<file path="src/hw/rtl/polynomial_derivative_eval_macros.svh">
// Assertion macros for the polynomial derivative evaluator.
// Every macro samples on clk and is disabled while rst_n is low.
`ifndef POLYNOMIAL_DERIVATIVE_EVAL_MACROS_SVH
`define POLYNOMIAL_DERIVATIVE_EVAL_MACROS_SVH

// The consequent must hold in the same cycle as the antecedent.
`define PDE_ASSERT_SAME(label, ante, cons) \
    label: assert property (@(posedge clk) disable iff (!rst_n) (ante) |-> (cons)) \
        else $error("pde assertion failed");

// The consequent must hold in the cycle after the antecedent.
`define PDE_ASSERT_NEXT(label, ante, cons) \
    label: assert property (@(posedge clk) disable iff (!rst_n) (ante) |=> (cons)) \
        else $error("pde assertion failed");

`endif

</file>
<file path="src/hw/rtl/pde_pkg.sv">
// Shared types, constants and the falling factorial table builder
// for the polynomial derivative evaluator. No dependencies.
package pde_pkg;

    localparam int POINT_W = 16;
    localparam int ORDER_W = 4;
    localparam int COEF_W  = 16;
    localparam int VALUE_W = 64;
    localparam int PROD_W  = VALUE_W + COEF_W;
    localparam int DEG_W   = 3;
    localparam int ADDR_W  = 5;
    localparam int DATA_W  = 32;
    localparam int IDX_W   = 3;
    localparam int NUM_COEF_REGS = 7;
    localparam int FALL_N  = 1 << ORDER_W;

    // register indexes on the configuration port
    localparam logic [IDX_W-1:0] REG_DEGREE = 3'd0;
    localparam logic [IDX_W-1:0] REG_COEF0  = 3'd1;

    typedef struct packed {
        logic [POINT_W-1:0] x;
        logic [ORDER_W-1:0] d;
        logic [VALUE_W-1:0] acc;
        logic [VALUE_W-1:0] term;
    } pde_stage_t;

    // Falling factorials t*(t-1)*...*(t-d+1) for every order d, modulo 2^64.
    typedef logic [FALL_N-1:0][VALUE_W-1:0] fall_row_t;

    function automatic fall_row_t fall_row(input int t);
        fall_row_t row;
        logic [VALUE_W-1:0] f;
        for (int dd = 0; dd < FALL_N; dd++)
        begin
            f = 64'd1;
            for (int j = 0; j < FALL_N; j++)
            begin
                if (j < dd)
                begin
                    f = f * VALUE_W'(longint'(t) - longint'(j));
                end
            end
            row[dd] = f;
        end
        return row;
    endfunction

endpackage

</file>
<file path="src/hw/rtl/pde_regs.sv">
// Configuration register file: degree and coefficients behind an APB-style
// port. Depends on pde_pkg.
module pde_regs
    import pde_pkg::*;
#(
    parameter int MAX_DEGREE = 6
)(
    input  logic                     clk,
    input  logic                     rst_n,
    input  logic                     psel,
    input  logic                     penable,
    input  logic                     pwrite,
    input  logic [ADDR_W-1:0]        paddr,
    input  logic [DATA_W-1:0]        pwdata,
    output logic [DATA_W-1:0]        prdata,
    output logic [ORDER_W-1:0]       degree,
    output logic signed [COEF_W-1:0] coef [MAX_DEGREE+1]
);

    localparam int NUM_COEF = (MAX_DEGREE < NUM_COEF_REGS) ? MAX_DEGREE + 1 : NUM_COEF_REGS;
    localparam logic [ORDER_W-1:0] MAX_DEG = ORDER_W'(MAX_DEGREE);

    logic [DEG_W-1:0]  poly_degree_reg;
    logic [COEF_W-1:0] coef_reg [NUM_COEF];
    logic [IDX_W-1:0]  idx;
    logic              wr_en;

    assign idx   = paddr[ADDR_W-1:2];
    assign wr_en = psel && penable && pwrite;

    always_ff @(posedge clk or negedge rst_n)
    begin
        if (!rst_n)
        begin
            poly_degree_reg <= '0;
            for (int k = 0; k < NUM_COEF; k++)
            begin
                coef_reg[k] <= '0;
            end
        end
        else if (wr_en)
        begin
            if (idx == REG_DEGREE)
            begin
                poly_degree_reg <= pwdata[DEG_W-1:0];
            end
            for (int k = 0; k < NUM_COEF; k++)
            begin
                if (idx == REG_COEF0 + IDX_W'(k))
                begin
                    coef_reg[k] <= pwdata[COEF_W-1:0];
                end
            end
        end
    end

    always_comb
    begin
        prdata = '0;
        case (idx)
            REG_DEGREE:
            begin
                prdata = DATA_W'(poly_degree_reg);
            end
            default:
            begin
                for (int k = 0; k < NUM_COEF; k++)
                begin
                    if (idx == REG_COEF0 + IDX_W'(k))
                    begin
                        prdata = {{(DATA_W-COEF_W){coef_reg[k][COEF_W-1]}}, coef_reg[k]};
                    end
                end
            end
        endcase
    end

    // saturate the degree to MAX_DEGREE
    assign degree = ({1'b0, poly_degree_reg} > MAX_DEG) ? MAX_DEG : {1'b0, poly_degree_reg};

    always_comb
    begin
        for (int k = 0; k <= MAX_DEGREE; k++)
        begin
            coef[k] = '0;
        end
        for (int k = 0; k < NUM_COEF; k++)
        begin
            coef[k] = $signed(coef_reg[k]);
        end
    end

endmodule

</file>
<file path="config.mk">
export PLATFORM = sky130hd
export DESIGN_NAME = pde_regs
export DESIGN_NICKNAME = d
export VERILOG_FILES = /design/src/hw/rtl/polynomial_derivative_eval_macros.svh /design/src/hw/rtl/pde_pkg.sv /design/src/hw/rtl/pde_regs.sv
export SDC_FILE = /design/constraint.sdc
export NUM_CORES = 1
export LEC_CHECK = 0
export ABC_AREA = 1
export BUFFER_PORTS_ARGS = -buffer_cell sky130_fd_sc_hd__buf_2
export CORE_MARGIN = 2
export CORE_UTILIZATION = 45
export DETAILED_ROUTE_END_ITERATION = 16
export PLACE_DENSITY = 0.76
export SYNTH_ARGS = -nofsm -noshare
export SYNTH_HDL_FRONTEND = slang
export SYNTH_SLANG_ARGS = --single-unit
</file>
<file path="constraint.sdc">
create_clock -name clk -period 1.33 [get_ports clk]
set_clock_uncertainty 0.1 [all_clocks]
set_input_delay 0 -clock clk [delete_from_list [all_inputs] [get_ports clk]]
set_output_delay 0 -clock clk [all_outputs]
set_load 0.02 [all_outputs]
</file>
# Yosys cells after proc, flatten, opt, wreduce, memory -nomap -nowiden
# Index checks and enable logic that the tools add are counted.
[word_totals]
register_bits = 115
inputBits = 42
wordCells = 36
[op_classes]
n_lt_le_gt_ge = 1
n_eq_ne = 7
muxes = 9
reduce_logical = 11
[ops]
columns = ["cell", "n"]
rows = [
  ["$mux W32", 8],
  ["$reduce_and A2 Y1", 8],
  ["$eq A3 B3 Y1 const B", 4],
  ["$eq A3 B2 Y1 const B", 2],
  ["$eq A3 B1 Y1 const B", 1],
  ["$gt A3 B3 Y1 const B", 1],
  ["$logic_not A3 Y1", 1],
  ["$mux W3", 1],
  ["$logic_and A1 B1 Y1", 2],
]

# Longest topological paths before layout
[logic_depth]
depth_word = 9
ltp_mapped = 10

# Worst setup path before layout
# Ideal clock, no wire load.
[synth_timing]
kind = "input -> output"
from = "input paddr[2]"
to = "output prdata[16]"
arrival_time_ns = 1.415
slack_ns = -0.185
path_stages = 8
path_buffers = 4
cell_sequence = "buf_4 buf_6 clkbuf_1 o211ai_1 nand4_1 nand2_1 inv_1 buf_4"
[synth_between]
elab_chain_len = 9
elab_cells_between_ends = 16
classes_between = "eq/ne: 7; mux: 8; reduce/logical: 1"
[synth_rtl]
columns = ["element", "line", "source"]
rows = [
  ["start, declared", "pde_regs.sv:13", "input logic [ADDR_W-1:0] paddr,"],
  ["$eq A3 B1 Y1", "pde_regs.sv:69", "if (idx == REG_COEF0 + IDX_W'(k))"],
  ["$mux W32 (7 in series)", "pde_regs.sv:69", ""],
  ["$mux W32 *", "pde_regs.sv:60", "case (idx)"],
  ["end, declared", "pde_regs.sv:15", "output logic [DATA_W-1:0] prdata,"],
]
# Mark *: on every way between the ends. The rest lies on a longest branch, timed or not.

# Final worst setup path
[layout_timing]
from = "register coef_reg (netlist bit coef[111])"
to = "output prdata[31]"
[layout_between]
elab_chain_len = 8
[layout_rtl]
columns = ["element", "line", "source"]
rows = [
  ["start, declared", "pde_regs.sv:24", "logic [COEF_W-1:0] coef_reg [NUM_COEF];"],
  ["start signal, assigned by index", "pde_regs.sv:51", "coef_reg[k] <= pwdata[COEF_W-1:0];"],
  ["$mux W32 (7 in series)", "pde_regs.sv:69", ""],
  ["$mux W32", "pde_regs.sv:60", ""],
]
# No other way between the ends.

==> results.cfg <==
[worst_setup_path]
required_ns = 1.23
worstSetupStartpoint = coef[111]
max_stage_delay_ns = 0.39
path_buf_inv = 2
r2r_cells = 4
worstPathMaxFanout = 9
reg2reg_slack_ns = 0.34
worst-path-stages = 7
crit_chain = nand4_1 > nand2_1 > nor2_1 > nand4_1 > nand2_2 > clkinvlp_4 > buf_2
path_delay_family = simple AND/OR/NAND/NOR gates
worstSetupEndpointType = output port
r2r-start = coef[89]
endpoint = prdata[31]
reg2reg_to = coef[89]
critPathArrivalTime_ns = 1.66
crit_top_cell = nand4_1
critPathLaunchType = flip-flop
path_class = flip-flop to output port
cp_slowest_cell = dfrtp_2

[placed_design]
port_buffers = 170
dpl.hpwl_um = 11790
place_congestion = 0.9121
dp.cells = 949

[clock_network]
clock_path_buffers = 2
cts.sinks = 115
htree_levels = 4
cts_inserted_buffers = 17
worstSkewPairLatency_ns = 0.41
clockRootBuffer = clkbuf_16
clk_pin_slew_worst_paths_ns = 0.05
cts_tree = yes

[detailed_routing]
drt-total-wl_um = 16950
viasPerCell = 5.265
drt-met1-wl_um = 6835
drt_iter0_markers = 498
vias = 5460
wl_per_cell_um = 16.35
ant_nets = 0
wl_met3_um = 1130
highest-signal-layer = met4
met2_length_um = 8474
first_pass_iters = 5
drc = 0

[finish]
area_delta_synth_final_pct = 42.54
instances_no_fill = 1037
n_antenna_cell = 0
largest_reg_flops = 112
fillers = 991
drive_gt1_frac = 0.3551
nets = 919

[timing]
fmax_mhz = 568.5
final-max-slew-violation-count = 0
fin_tns_setup_ns = -10.47
rsz0062_at_grt = true
finalHoldViolCount = 0
post-route-min-period_ns = 1.759
whs_ns = 0.1144
fin_crit_sh = 1.323
setup_viol = 32
fin_ws_ns = -0.4290

[pwr]
internal_power_uw = 8562
leakage_uw = 0.004067
pwr-share-clk = 0.339
power_switching_uw = 4512
p_per_area_nw_per_um2 = 1682
ir_worst_vdd_mv = 1.310
pwr-share-comb = 0.297
p_seq_frac = 0.364
sw_frac_of_total = 0.3451

[yosys]
synth.top_cell.area_share = 0.5278
yosys-top-cells-area = dfrtp_1 53%, nand2_1 10%, o21ai_0 7.7%
post-synth-top-count-cell = nand2_1
synth-edff-count = 0
syn_area_um2 = 5453
synth-main-ff-cell = dfrtp_1
synth_top_area_cell = dfrtp_1
ys_seq_area_frac = 0.5278
synthDistinctLibCells = 29
synthTopCellsByCount = 147 x nand2_1, 115 x dfrtp_1, 84 x o21ai_0, 58 x nand4_1, 58 x nor2_1
async_flop_share = 1.000
yosys_register_bits = 115
synth.avg_cell_area_um2 = 8.402
synth_warnings = 0
syn_nets = 691
syn_inst = 649

[status]
violations = setup timing
outcome = finished, violations left

[floorplan]
start_util = 0.4578
fp.dieH_um = 114.1
fp.dieW_um = 114.1
fp.coreArea_um2 = 11910
die_area_um2 = 13010
io-pin-count = 190
rows = 40

[global_route]
grt_pass1_wl_um = 26480
grt_max_degree = 36
grt_use_total = 0.2668
grt-ovfl-total = 0
first_global_vias = 5165
antenna_found_initial = 0

[job]
cap_violations = 0

[hold_path]
hold_class = input port to flip-flop
## area by class of cell
type	count	area, um^2	share of cell area
Timing Repair inverter	1	7.507	0.0009659
Timing Repair Buffer	271	1847	0.2376
Multi-Input combinational cell	422	2076	0.2671
Sequential cell	115	2880	0.3706
Inverter	49	197.7	0.02543
Tap cell	147	183.9	0.02366
Clock buffer	22	474.2	0.06101
Clock inverter	10	106.4	0.01368
## logic make-up (layout without fill, tap and decap cells)
| group | count (synthesis) | count (layout) | synth area share |
|---|---|---|---|
| buffers and inverters | 112 | 353 | 0.09844 |
| DFF | 115 | 115 | 0.5278 |
| and+or+nand+nor | 288 | 288 | 0.2446 |
| AOI/OAI and AO/OA | 133 | 133 | 0.1285 |
| other | 1 | 1 | 0.0006877 |
## worst reg2reg max path: stages (launching register included)
cell and delay [ns]:
dfrtp_1 0.38, buf_4 0.13, buf_4 0.13, nand2_1 0.05
o21ai_0 0.07
## power by group through the flow
stage               Combinational, uW  Sequential, uW  Clock [uW]
finish                           3890            4750        4430
global route                     4220            4820        4670
CTS                              3790            4740        4490
detailed placement               3400            4850           0
global placement                 3330            4840           0
floorplan                        1280            5590           0
## cells in the final DEF (no fill, tap or decap), types with 2 or more instances in the layout
cell type / count
nor3_2: 2
clkinv_2: 6
nor3_4: 2
or2_2: 2
o21ai_1: 4
buf_4: 73
nor2_2: 10
inv_2: 3
nand3_1: 4
a21oi_1: 29
a21oi_2: 2
dfrtp_2: 2
inv_1: 43
o211ai_1: 13
clkbuf_8: 3
clkbuf_16: 17
or2_0: 8
o21ai_0: 84
nand2_1: 146
nor2_1: 48
clkinvlp_4: 3
dlygate4sd3_1: 18
dfrtp_1: 113
buf_2: 162
nand4_1: 58
bufinv_16: 2
nand2_2: 2
clkbuf_1: 2
buf_12: 12
buf_6: 6
## metal layers
metal  vias up  GRT usage
li1       2609          -
met1      2589     0.3192
met2       226     0.4492
met3        36    0.07094
met4         0     0.1268
met5         -          0
## stage by stage
stage | setup WS, ns | utilization | total power, uW | cell area [um^2]
finish | -0.4290 | 0.6525 | 13070 | 7772
global route | -0.5516 | 0.6525 | 13710 | 7772
CTS | -0.4703 | 0.6446 | 13020 | 7679
detailed placement | -0.04931 | 0.5586 | 8252 | 6654
global placement | -0.02914 | 0.5586 | 8172 | 6654
floorplan | -0.1199 | - | 6871 | 5483
## how the worst min path moves through the flow
stage	from	end	cells after the start
floorplan	rst_n	coef[0]	0
finish	paddr[3]	coef[80]	4
global route	paddr[3]	coef[82]	4
CTS	paddr[2]	coef[16]	5
detailed placement	rst_n	coef[96]	1
global placement	rst_n	coef[98]	1
## what timing repair did
action,in CTS,in global routing
gates cloned,1,0
hold buffers,18,0
setup buffers,29,8
pin swaps,18,26
hold endpoints to repair,230,0
setup endpoints to repair,32,92
resized for setup,15,11
Power figures use the tool's default switching activity.
