## src/hw/rtl/polynomial_derivative_eval_macros.svh

```systemverilog
// Assertion macros for the polynomial derivative evaluator.
// Every macro samples on clk and is disabled while rst_n is low.
`ifndef POLYNOMIAL_DERIVATIVE_EVAL_MACROS_SVH
`define POLYNOMIAL_DERIVATIVE_EVAL_MACROS_SVH

// The consequent must hold in the same cycle as the antecedent.
`define PDE_ASSERT_SAME(label, ante, cons) \
    label: assert property (@(posedge clk) disable iff (!rst_n) (ante) |-> (cons)) \
        else $error("pde assertion failed");

// The consequent must hold in the cycle after the antecedent.
`define PDE_ASSERT_NEXT(label, ante, cons) \
    label: assert property (@(posedge clk) disable iff (!rst_n) (ante) |=> (cons)) \
        else $error("pde assertion failed");

`endif

```

## src/hw/rtl/pde_pkg.sv

```systemverilog
// Shared types, constants and the falling factorial table builder
// for the polynomial derivative evaluator. No dependencies.
package pde_pkg;

    localparam int POINT_W = 16;
    localparam int ORDER_W = 4;
    localparam int COEF_W  = 16;
    localparam int VALUE_W = 64;
    localparam int PROD_W  = VALUE_W + COEF_W;
    localparam int DEG_W   = 3;
    localparam int ADDR_W  = 5;
    localparam int DATA_W  = 32;
    localparam int IDX_W   = 3;
    localparam int NUM_COEF_REGS = 7;
    localparam int FALL_N  = 1 << ORDER_W;

    // register indexes on the configuration port
    localparam logic [IDX_W-1:0] REG_DEGREE = 3'd0;
    localparam logic [IDX_W-1:0] REG_COEF0  = 3'd1;

    typedef struct packed {
        logic [POINT_W-1:0] x;
        logic [ORDER_W-1:0] d;
        logic [VALUE_W-1:0] acc;
        logic [VALUE_W-1:0] term;
    } pde_stage_t;

    // Falling factorials t*(t-1)*...*(t-d+1) for every order d, modulo 2^64.
    typedef logic [FALL_N-1:0][VALUE_W-1:0] fall_row_t;

    function automatic fall_row_t fall_row(input int t);
        fall_row_t row;
        logic [VALUE_W-1:0] f;
        for (int dd = 0; dd < FALL_N; dd++)
        begin
            f = 64'd1;
            for (int j = 0; j < FALL_N; j++)
            begin
                if (j < dd)
                begin
                    f = f * VALUE_W'(longint'(t) - longint'(j));
                end
            end
            row[dd] = f;
        end
        return row;
    endfunction

endpackage

```

## src/hw/rtl/pde_cell.sv

```systemverilog
// One Horner cell: folds in the term of power TERM and prepares the scaled
// coefficient of the next lower power for its neighbor. Depends on pde_pkg.
module pde_cell
    import pde_pkg::*;
#(
    parameter int TERM = 0
)(
    input  logic                      clk,
    input  logic                      rst_n,
    input  logic                      up_valid,
    output logic                      up_ready,
    input  pde_stage_t                up_data,
    input  logic [ORDER_W-1:0]        degree,
    input  logic signed [COEF_W-1:0]  coef_next,
    output logic                      down_valid,
    input  logic                      down_ready,
    output pde_stage_t                down_data
);

    localparam logic [ORDER_W:0] TERM_IDX = (ORDER_W+1)'(TERM);
    localparam int NEXT_TERM = (TERM > 0) ? TERM - 1 : 0;
    localparam fall_row_t FALL = fall_row(NEXT_TERM);

    logic              v_reg;
    logic              v_next;
    pde_stage_t        data_reg;
    pde_stage_t        data_next;
    logic signed [PROD_W-1:0] acc_prod;
    logic signed [PROD_W-1:0] term_prod;

    assign acc_prod  = $signed(up_data.acc) * $signed(up_data.x);
    assign term_prod = $signed(FALL[up_data.d]) * $signed(coef_next);

    always_comb
    begin
        data_next      = up_data;
        data_next.term = term_prod[VALUE_W-1:0];
        if ({1'b0, degree} < TERM_IDX)
        begin
            // power above the degree: nothing accumulated yet
            data_next.acc = '0;
        end
        else if ({1'b0, up_data.d} > TERM_IDX)
        begin
            // power below the order: hold the finished sum
            data_next.acc = up_data.acc;
        end
        else
        begin
            data_next.acc = acc_prod[VALUE_W-1:0] + up_data.term;
        end
    end

    assign up_ready = !v_reg || down_ready;
    assign v_next   = up_ready ? up_valid : v_reg;

    always_ff @(posedge clk or negedge rst_n)
    begin
        if (!rst_n)
        begin
            v_reg <= 1'b0;
        end
        else
        begin
            v_reg <= v_next;
        end
    end

    always_ff @(posedge clk)
    begin
        if (up_ready && up_valid)
        begin
            data_reg <= data_next;
        end
    end

    assign down_valid = v_reg;
    assign down_data  = data_reg;

endmodule

```

## config.mk

```make
export PLATFORM = sky130hd
export DESIGN_NAME = pde_cell
export DESIGN_NICKNAME = d
export VERILOG_FILES = /design/src/hw/rtl/polynomial_derivative_eval_macros.svh /design/src/hw/rtl/pde_pkg.sv /design/src/hw/rtl/pde_cell.sv
export SDC_FILE = /design/constraint.sdc
export NUM_CORES = 2
export LEC_CHECK = 0
export CAP_MARGIN = 15
export CORE_MARGIN = 2
export CORE_UTILIZATION = 35
export CTS_CLUSTER_SIZE = 28
export DETAILED_ROUTE_END_ITERATION = 10
export DONT_BUFFER_PORTS = 1
export PLACE_DENSITY_LB_ADDON = 0.25
export SYNTH_ARGS = -nofsm -noshare
export SYNTH_HDL_FRONTEND = slang
export SYNTH_SLANG_ARGS = --single-unit
export TNS_END_PERCENT = 50
```

## constraint.sdc

```tcl
create_clock -name clk -period 4.7 [get_ports clk]
set_clock_uncertainty 0.1 [all_clocks]
set_input_delay 0.47 -clock clk [delete_from_list [all_inputs] [get_ports clk]]
set_output_delay 0.47 -clock clk [all_outputs]
set_load 0.02 [all_outputs]
```

Word-level counts from Yosys, hierarchy flattened. Memories as Yosys holds them, arrays and structs flattened. Cells that the tools add are included.

Add/subtract/negate cells: 1. $mul: 2. Magnitude comparators: 2. Muxes and demuxes: 2. Reduce and logical (&&, ||, !) cells: 3.

Operators with widths (count): multiplier 64 x 16 -> 64 bit (2); two-way mux 64 bit (2); adder 64 bit (1); < comparator 4 x 5 -> 1 bit, second input constant (1); > comparator 4 x 1 -> 1 bit, second input constant (1); logical AND 1 bit (1); logical NOT 1 bit (1); logical OR 1 bit (1).

Flip-flop bits (word level): 149. ROM bits: 1024. Bits of input ports: 172. Output and inout bits: 150. Word-level logic and storage cells: 16. Memories: 1.

Memory list: (name not given) (words 16, width 64, read ports 1, clocked after memory_dff 0, wr ports 0, line pde_cell.sv:32) `assign term_prod = $signed(FALL[up_data.d]) * $signed(coef_next);`.

Depth between registers and ports, before layout.
Word-level depth: 3. Gate-level depth with buffers: 26. Depth with buffers taken out: 24.

Least setup slack after synthesis. No wires, ideal clock.

Path kind: input -> register. From: in up_data[139] (netlist name). To: reg data_reg, in the netlist down_data[112] (data pin). Setup time: 0.266 ns. Arrival time: 6.877 ns. Data required time: 4.334 ns. Setup slack: -2.542 ns. Stages: 25. Buffers on the path: 2. Cell sequence: clkbuf_1 clkbuf_1 nand2_1 fa_1 inv_1 fa_1 inv_1 fa_1 inv_1 fa_1 fa_1 inv_1 fa_1 inv_1 ha_1 a21oi_1 o211ai_1 a2111oi_2 o31ai_1 a211oi_2 o31ai_1 a311o_1 o31ai_1 nor4_1 or3b_1.

RTL lines: from (decl) (line pde_cell.sv:12) `input pde_stage_t up_data,`; to (signal assigned) (line pde_cell.sv:73) `data_reg <= data_next;`; to (decl) (line pde_cell.sv:26) `pde_stage_t data_reg;`.

==> metrics.txt <==
Setup crit start kind=input pin; total overflow reported by the global router=0; TritonCTS clock tree=built; Fin Hold WS=0.03203 ns; maximum clock frequency=154.4 MHz; pre-CTS setup slack=-2.701 ns; slowest cell on the critical path=sky130_fd_sc_hd__fa_2; CP most frequent cell=sky130_fd_sc_hd__fa_1; Async S/R FF share, synth=0.9901%; slew margin rel.=63.28%; CP peak stage delay=0.54 ns; top cells by area in the synthesized netlist=sky130_fd_sc_hd__fa_1, sky130_fd_sc_hd__inv_1, sky130_fd_sc_hd__edfxtp_1; number of maximum-capacitance constraint violations=0; num ports=322; pin slew with the least headroom to its limit=0.5508 ns; Final Critical Period=6.476 ns; worst min-delay path category=in -> reg; worst path required time=4.77 ns; Filler cells=9582; number of nets still failing antenna checks after routing=0; vias per inst=4.801; clock latency of the later-clocked register in the worst-skew pair=0.43 ns; die area=98580 um2; cell-by-cell listing of the critical path=and2_1 -> fa_1 -> inv_1 -> fa_2 -> fa_1 -> inv_1 -> fa_1 -> fa_1 -> inv_1 -> fa_1 -> inv_1 -> ha_1 -> buf_4 -> a21oi_4 -> o211ai_1 -> a2111oi_4 -> o31ai_4 -> a211oi_4 -> buf_6 -> o31ai_4 -> a311o_2 -> o31ai_4 -> nor4_1 -> or3b_1; failing checks=negative setup slack; register bit count reported by yosys=101; number of levels in the clock H-tree=3; number of distinct standard cells referenced by the synthesized netlist=52; maximum number of pins on one net before global-route repair=66; residual DRC count=0; Bufs on Longest Clock Path=2; synthesized netlist cell count=3763; Die Span Y=314.0 um; die width=314.0 um; Post-synth EDFFs=100; RSZ-0062 raised after global routing=yes; num rows=113; first-pass GRT wire length=163800 um; count of yosys warnings during synthesis=0; layout cells sized above 1=13.17%; placed wire-length estimate after detailed placement=81010 um; filler-free cell count of the finished design=5102; Final Routed Wirelength=102200 um; Arrival @ worst endpoint=6.55 ns; share of the yosys chip area belonging to registers=9.004%; mean routed wirelength per cell=20.04 um; library cell occupying the most area in the post-synthesis netlist=sky130_fd_sc_hd__fa_1; total instance count after detailed placement=5034; Crit Path Max Fanout=62; clock input transition at the sequential cells of the worst setup and hold paths=0.09 ns; clock root buffer=sky130_fd_sc_hd__clkbuf_16; Period Utilization, post-route=137.8%; sinks on the clock net=101; Detailed Routing Iterations Pass 1=5; setup violation total in the final timing report=54; total routing usage reported by global routing=21.85%; number of global-route vias before repair=27340; antenna violations before repair=2; total number of vias=24500; effective utilization at floorplan=35.34%; Crit path buffers/inverters=6; routability congestion estimate=0.8686; Num CTS Buffers=9; outcome=complete, but fails checks; dominant register cell in the synthesized netlist=sky130_fd_sc_hd__edfxtp_1; Area Overhead vs Synth=13.83%; total count of max-transition violations in the final report=0; Worst Setup End Kind=flop; PnR worst setup slack=-1.776 ns; drt first-iter violations=1120; Setup Crit Path Kind=in -> reg; Post-Synthesis Net Count=4910; final layout net count=4976; placeable core area=95150 um2; Mapped Area=33630 um2; post-synthesis average cell area=8.937 um2; crit-path leading delay family=adder cells; final-report hold violation count=0; Yosys top cell area share=48.46%; buffers added on ports=0
## area by class of cell
class,instances,area [um2],share of cell area [%]
Multi-Input combinational cell,2478,27290,71.29
Timing Repair Buffer,307,2561,6.691
Sequential cell,101,3028,7.910
Clock buffer,10,229.0,0.5982
Tap cell,1265,1583,4.135
Inverter,932,3525,9.208
Antenna cell,3,7.507,0.01961
Clock inverter,6,55.05,0.1438
## per-layer routing
metal	vias to the layer above	global-route usage [%]	share of wire, %
li1	10960	-	-
met1	12900	28.67	42
met2	575	38.14	51
met3	61	3.966	6.0
met4	0	3.686	1.2
met5	-	0	0
## worst paths after layout
path	end	startpoint	slack (ns)	depth (start not counted)
min in group asynchronous	down_valid	rst_n	0.15	1
worst min register to register	down_valid	down_valid	0.76	2
max in group asynchronous	down_valid	rst_n	4.25	1
worst max-delay path	down_data[112]	up_data[136]	-1.78	24
worst max register to register	down_data[111]	down_valid	2.51	3
worst min-delay path	down_data[135]	up_data[135]	0.03	0
## sequential cells by signal, indices dropped and copies added, names as in the netlist
name,flops
down_valid,1
down_data,100
## worst reg2reg max path, delay by kind of cell (launching register included)
kind | cells | cell delay (ns)
simple gates | 2 | 0.73
buf+inv | 1 | 0.48
flops | 1 | 0.47
## logic make-up after synthesis
| family | after synthesis | share of synthesized area, % |
|---|---|---|
| AND/OR/NAND/NOR | 1153 | 15.70 |
| adder cells (fa/ha/maj) | 975 | 54.45 |
| buffers and inverters | 1184 | 13.76 |
| flip-flops | 101 | 9.004 |
| XOR/XNOR | 84 | 2.188 |
| AO/OA/AOI/OAI | 266 | 4.908 |
## metrics by stage
| step | TNS, ns | cell area [um2] | utilization, % |
|---|---|---|---|
| 2_1_floorplan | -63.10 | 34610 | - |
| 3_3_place_gp | -97.78 | 36450 | 38.30 |
| 3_5_place_dp | -96.37 | 36450 | 38.30 |
| 4_1_cts | -58.70 | 37910 | 39.85 |
| 5_1_grt | -75.00 | 38270 | 40.22 |
| 6_report | -63.08 | 38280 | 40.23 |
## layout by cell type (no fill, tap or decap), types with 12 or more instances in the layout
cell and count:
sky130_fd_sc_hd__nand3_1 16, sky130_fd_sc_hd__inv_1 917, sky130_fd_sc_hd__ha_4 30, sky130_fd_sc_hd__and2_1 298
sky130_fd_sc_hd__fa_2 19, sky130_fd_sc_hd__dlygate4sd3_1 13, sky130_fd_sc_hd__a21oi_2 15, sky130_fd_sc_hd__buf_6 21
sky130_fd_sc_hd__buf_4 262, sky130_fd_sc_hd__xnor2_1 46, sky130_fd_sc_hd__nand4_1 12, sky130_fd_sc_hd__o21ai_0 49
sky130_fd_sc_hd__o21ai_1 33, sky130_fd_sc_hd__nand2_2 13, sky130_fd_sc_hd__inv_2 14, sky130_fd_sc_hd__xor2_1 24
sky130_fd_sc_hd__edfxtp_1 100, sky130_fd_sc_hd__fa_1 795, sky130_fd_sc_hd__nand2_1 671, sky130_fd_sc_hd__ha_1 130
sky130_fd_sc_hd__a21oi_1 37, sky130_fd_sc_hd__nand2b_1 15, sky130_fd_sc_hd__a21o_1 39, sky130_fd_sc_hd__nor2_1 66
## cells in the mapped netlist (all sizes together), types with 3 or more instances
cell type    n
o211ai       8
xnor2       54
o21ai       93
nor2        78
edfxtp     100
and3         4
and2       302
o21bai      11
or4          4
a21oi       58
ha         161
buf         49
o31ai        6
fa         814
nand4       12
nor3b        3
o21a         6
o2111ai      3
clkbuf     203
inv        931
a211oi      12
nand3       17
a21o        40
a31oi       12
nor4         6
nor3        11
a311o        3
xor2        30
nor2b        5
nand2      688
nand2b      15
## repair_timing
item | in CTS | in global routing
hold buffers | 13 | 0
hold endpoints to repair | 13 | 0
setup buffers | 25 | 15
endpoints found under the setup margin | 55 | 55
cloned | 1 | 0
pin swaps | 82 | 44
resized for setup | 175 | 55
Power is not shown: default switching activity piles up to over one toggle a cycle in this logic, so the estimate is an artifact.
